==> config.mk <==
export PLATFORM = sky130hd
export DESIGN_NAME = chr_cell
export DESIGN_NICKNAME = d
export VERILOG_FILES = /design/src/hw/rtl/chr_pkg.sv /design/src/hw/rtl/chr_cell.sv
export SDC_FILE = /design/constraint.sdc
export NUM_CORES = 1
export LEC_CHECK = 0
export ABC_AREA = 1
export BUFFER_PORTS_ARGS = -buffer_cell sky130_fd_sc_hd__buf_4
export CORE_ASPECT_RATIO = 2
export CORE_UTILIZATION = 44
export DETAILED_ROUTE_END_ITERATION = 12
export PLACE_DENSITY = 0.81
export SYNTH_ARGS = -nofsm -noshare
export SYNTH_HDL_FRONTEND = slang
export SYNTH_SLANG_ARGS = --single-unit
==> constraint.sdc <==
create_clock -name clock -period 4.4 [get_ports clock]
set_clock_uncertainty 0.2 [all_clocks]
set_input_delay 0.44 -clock clock [delete_from_list [all_inputs] [get_ports clock]]
set_output_delay 0.44 -clock clock [all_outputs]
set_load 0.01 [all_outputs]
==> src/hw/rtl/chr_pkg.sv <==
// chr_pkg: shared types, mode/status codes and size defaults for the hash ring core.
// No dependencies; imported by chr_cell, chr_or_tree and consistent_hash_ring_core.
package chr_pkg;

   localparam int unsigned RING_DEPTH_DEF = 1024;
   localparam int unsigned NODE_COUNT_DEF = 64;
   localparam int unsigned NODE_W         = 6;
   localparam int unsigned NODE_IDS       = 64;

   localparam logic [2:0] MODE_INSERT = 3'd0;
   localparam logic [2:0] MODE_REMOVE = 3'd1;
   localparam logic [2:0] MODE_LOOKUP = 3'd2;
   localparam logic [2:0] MODE_READ   = 3'd3;
   localparam logic [2:0] MODE_CLEAR  = 3'd4;

   localparam logic [2:0] ST_DONE   = 3'd0;
   localparam logic [2:0] ST_DUP    = 3'd1;
   localparam logic [2:0] ST_FULL   = 3'd2;
   localparam logic [2:0] ST_ABSENT = 3'd3;
   localparam logic [2:0] ST_EMPTY  = 3'd4;

   typedef struct packed {
      logic [2:0]         mode;
      logic signed [31:0] point_hash;
      logic [5:0]         node_id;
   } req_type;

   typedef struct packed {
      logic [2:0]  status;
      logic [5:0]  owner_node;
      logic [31:0] node_count;
      logic [31:0] request_total;
   } rsp_type;

   // Per-cycle command broadcast to every ring cell.
   typedef struct packed {
      logic cmp_en;
      logic ins;
      logic rem;
   } cell_cmd_type;

   // Search summary of one cell or one subtree.
   typedef struct packed {
      logic              any_ge;
      logic              any_eq;
      logic [NODE_W-1:0] owner;
   } leaf_type;

endpackage

==> src/hw/rtl/chr_cell.sv <==
// chr_cell: one ring slot holding a point hash and its owner, shifting with its neighbors.
// Depends on chr_pkg.
module chr_cell import chr_pkg::*; #(
   parameter int unsigned FILL_W = 11,
   parameter int unsigned IDX    = 0
) (
   input  logic               clock,
   input  cell_cmd_type       cmd,
   input  logic [FILL_W-1:0]  fill,
   input  logic signed [31:0] key,
   input  logic [NODE_W-1:0]  new_owner,
   input  logic               prev_ge,
   input  logic signed [31:0] prev_hash,
   input  logic [NODE_W-1:0]  prev_owner,
   input  logic signed [31:0] next_hash,
   input  logic [NODE_W-1:0]  next_owner,
   output logic signed [31:0] hash_out,
   output logic [NODE_W-1:0]  owner_out,
   output logic               ge_out,
   output leaf_type           leaf_out
);

   logic signed [31:0] hash_ff;
   logic [NODE_W-1:0]  owner_ff;
   logic               ge_ff;
   logic               eq_ff;
   logic               occupied;
   logic               at_fill;

   assign occupied = FILL_W'(IDX) < fill;
   assign at_fill  = FILL_W'(IDX) == fill;

   always_ff @(posedge clock) begin
      if (cmd.cmp_en) begin
         ge_ff <= occupied && (hash_ff >= key);
         eq_ff <= occupied && (hash_ff == key);
      end
      if (cmd.ins) begin
         // slots past the insert point take their left neighbor
         if (prev_ge) begin
            hash_ff  <= prev_hash;
            owner_ff <= prev_owner;
         end else if (ge_ff || at_fill) begin
            hash_ff  <= key;
            owner_ff <= new_owner;
         end
      end else if (cmd.rem) begin
         if (ge_ff) begin
            hash_ff  <= next_hash;
            owner_ff <= next_owner;
         end
      end
   end

   assign hash_out       = hash_ff;
   assign owner_out      = owner_ff;
   assign ge_out         = ge_ff;
   assign leaf_out.any_ge = ge_ff;
   assign leaf_out.any_eq = eq_ff;
   assign leaf_out.owner  = (ge_ff && !prev_ge) ? owner_ff : '0;

endmodule

==> out/summary.json <==
{
  "clock_network": {
    "clock_sinks": 40,
    "clock_tree.buffer_depth": 2,
    "cts-buffers-inserted": 5,
    "cts_post_setup_buffers_inserted": 0,
    "cts_hold_bufs": 0,
    "tritoncts": "done",
    "clkTransAtPathRegs_ps": 50,
    "clk-insertion-delay-late_ps": 280,
    "cts_max_level": 2,
    "number_of_cells_upsized_or_downsized_after_cts": 0,
    "cts.root.buffer_cell": "sky130_fd_sc_hd__clkbuf_16"
  },
  "yosys": {
    "synth_seq_area_share": 0.4059,
    "synthMostInstantiatedCell": "sky130_fd_sc_hd__nand2_1",
    "post_synth_instance_area_sq_um": 2959,
    "post_synth_inst_count": 378,
    "yosysWarningCount": 0,
    "ys_top_cells_by_count": "sky130_fd_sc_hd__nand2_1 (111), sky130_fd_sc_hd__nor2_1 (53), sky130_fd_sc_hd__inv_1 (44)",
    "ys_types": 25,
    "ys_async_sr_fraction": 0,
    "synth.ff_latch_count": 40,
    "synthFlopType": "sky130_fd_sc_hd__edfxtp_1",
    "number_of_nets_produced_by_synthesis": 540,
    "synth.top_cells.by_area": "sky130_fd_sc_hd__edfxtp_1 (41%), sky130_fd_sc_hd__nand2_1 (14%), sky130_fd_sc_hd__ha_1 (14%)",
    "synth.largest_area_cell": "sky130_fd_sc_hd__edfxtp_1",
    "synthesis.area_per_instance_sq_um": 7.828,
    "synth_enable_flop_cells": 40,
    "post-synth-top-area-fraction": 0.4059
  },
  "global_route": {
    "first_global_vias": 3175,
    "grt_max_degree": 78,
    "gr-usage-all-layers": 0.2627,
    "grt_overflow": 0,
    "grt_pass1_wl_um": 13910,
    "grt_antenna_before_repair": 0
  },
  "timing": {
    "grt_setup_unrepaired": "false",
    "hold_ws_ps": 180.1,
    "fin_tns_setup_ps": 0,
    "maxSlewHeadroom": 0.1864,
    "slew_viol_final": 0,
    "finalHoldViolCount": 0,
    "max_freq_mhz": 393.1,
    "min_period_ps": 2544,
    "setup-violations-final": 0,
    "tightestPinTransition_ps": 1218,
    "final.period_utilization": 0.5781
  },
  "setup_path": {
    "crit_path_frequent_cell": "sky130_fd_sc_hd__buf_4",
    "crit_arrival_ps": 1900,
    "endpoint_kind": "primary output",
    "timing.critical_path.slowest_cell_delay_ps": 560,
    "setup.worst_path.class": "in2out",
    "slowest_stage": "sky130_fd_sc_hd__inv_2",
    "crit_chain": "buf_4, inv_2, nand2_1, nor2_1, buf_4",
    "crit_path_max_fanout": 40,
    "timing.critical_path.required_ps": 3760,
    "cp.buffers_inverters": 3,
    "start_kind": "input port",
    "critPathTopFamily": "buffers and inverters"
  },
  "floorplanning": {
    "standard_cell_core_area_sq_um": 6569,
    "dieArea_sq_um": 7077,
    "row_count": 42,
    "num_io_pins": 177,
    "initial_utilization": 0.4505,
    "die_h_um": 118.0,
    "die_width_um": 59.99
  },
  "detailed_routing": {
    "route.vias.total": 3163,
    "routed_via_density": 5.013,
    "detail_route.wl_per_cell_um": 14.13,
    "dr.first_iter.drc_count": 132,
    "drc_errors": 0,
    "postRouteAntennaNets": 0,
    "length_of_the_first_detailed_routing_pass_in_iterations": 5,
    "detail_route.wirelength_um": 8916
  },
  "pwr": {
    "clockPowerShare": 0.272,
    "total_leakage_power_uw": 0.002284,
    "seq_power_share": 0.404,
    "power.density_nw_per_um2": 281.1,
    "comb_power_share": 0.323,
    "cellInternalPower_uw": 889.8,
    "net-switching-power_uw": 360.8,
    "netSwitchingFraction": 0.2885,
    "vdd_ir_drop_max_v": 0.0002474
  },
  "placement": {
    "routabilityCongestion": 0.8316,
    "place_hpwl_um": 7135,
    "place.port_buffers": 176
  },
  "final_layout": {
    "fillCellCount": 557,
    "drive_gt1_frac": 0.3573,
    "nNetsFinal": 704,
    "flow.area_growth_from_synthesis_pct": 50.36,
    "diodes": 0
  },
  "job": {
    "timing.max_cap.violations": 0
  },
  "min_path": {
    "holdCritPathClass": "in2reg"
  },
  "run_status": {
    "run_status": "complete, no violations"
  }
}
## final timing paths
| check | slack [ps] | cells after the start | endpoint | startpoint |
|---|---|---|---|---|
| max | 1860 | 5 | leaf_out[4] | prev_ge |
| min | 180 | 1 | eq_ff$_DFFE_PP_ | cmd[2] |
| max reg2reg | 2240 | 2 | hash_out[26]$_DFFE_PP_ | ge_out$_DFFE_PP_ |
| min reg2reg | 720 | 5 | ge_out$_DFFE_PP_ | hash_out[31]$_DFFE_PP_ |
## flip-flops by register name, indices dropped and copies added, names as in the netlist
signal,count
ge_out,1
owner_out,6
hash_out,32
eq_ff,1
## per-layer routing
layer / global-route usage / wire length [um] / vias up
met5: 0 / 0 / -
met4: 0.1119 / 316 / 0
met3: 0.03077 / 347 / 19
met2: 0.5090 / 5282 / 122
met1: 0.2564 / 2970 / 1437
li1: - / - / 1585
## stage by stage
step / instance area (sq um) / util / std cells / total power [uW] / worst slack, ps
after floorplan: 2959 / - / 378 / 705.5 / 943.8
after global placement: 4313 / 0.6566 / 623 / 902.1 / 1645
after detailed placement: 4313 / 0.6566 / 623 / 919.1 / 1560
after CTS: 4449 / 0.6773 / 631 / 1258 / 1851
after global routing: 4449 / 0.6773 / 631 / 1317 / 1639
final: 4449 / 0.6773 / 631 / 1251 / 1856
## final cells by class
type / instances / area, sq um / area share
multi-input combinational: 271 / 1500 / 0.3372
timing repair buffer: 176 / 1321 / 0.2970
sequential: 40 / 1201 / 0.2700
inverter: 48 / 180.2 / 0.04049
clock buffer: 7 / 132.6 / 0.02981
tap: 88 / 110.1 / 0.02475
clock inverter: 1 / 3.754 / 0.0008436
## power by group through the flow
stage               logic, uW  clock network, uW  registers (uW)
global placement          391                  0             511
finish                    404                341             505
global route              450                357             511
detailed placement        406                  0             513
floorplan                 177                  0             529
CTS                       407                345             506
## cell usage in the layout (no fill, tap or decap), drive strengths merged
cell / n
o21ai: 2
buf: 176
nand3: 6
clkinv: 1
edfxtp: 40
nand4: 2
clkbuf: 7
a31oi: 38
nand2: 114
a21oi: 16
o21a: 2
nor4: 3
nor2: 54
a21o: 1
ha: 32
inv: 48
nor3: 1
## worst register-to-register path, stage by stage, from the launching register on
cell and delay, ps:
sky130_fd_sc_hd__edfxtp_1 460, sky130_fd_sc_hd__a21oi_1 150, sky130_fd_sc_hd__a21oi_4 950
## cells by family (layout without fill, tap and decap cells)
logic type	Yosys count	after routing	share of synthesized area
AND/OR/NAND/NOR	180	180	0.2478
buffers and inverters	67	232	0.09091
AO/OA/AOI/OAI	59	59	0.1201
flip-flops	40	40	0.4059
adder cells (fa/ha/maj)	32	32	0.1353
Power figures use the tool's default switching activity.
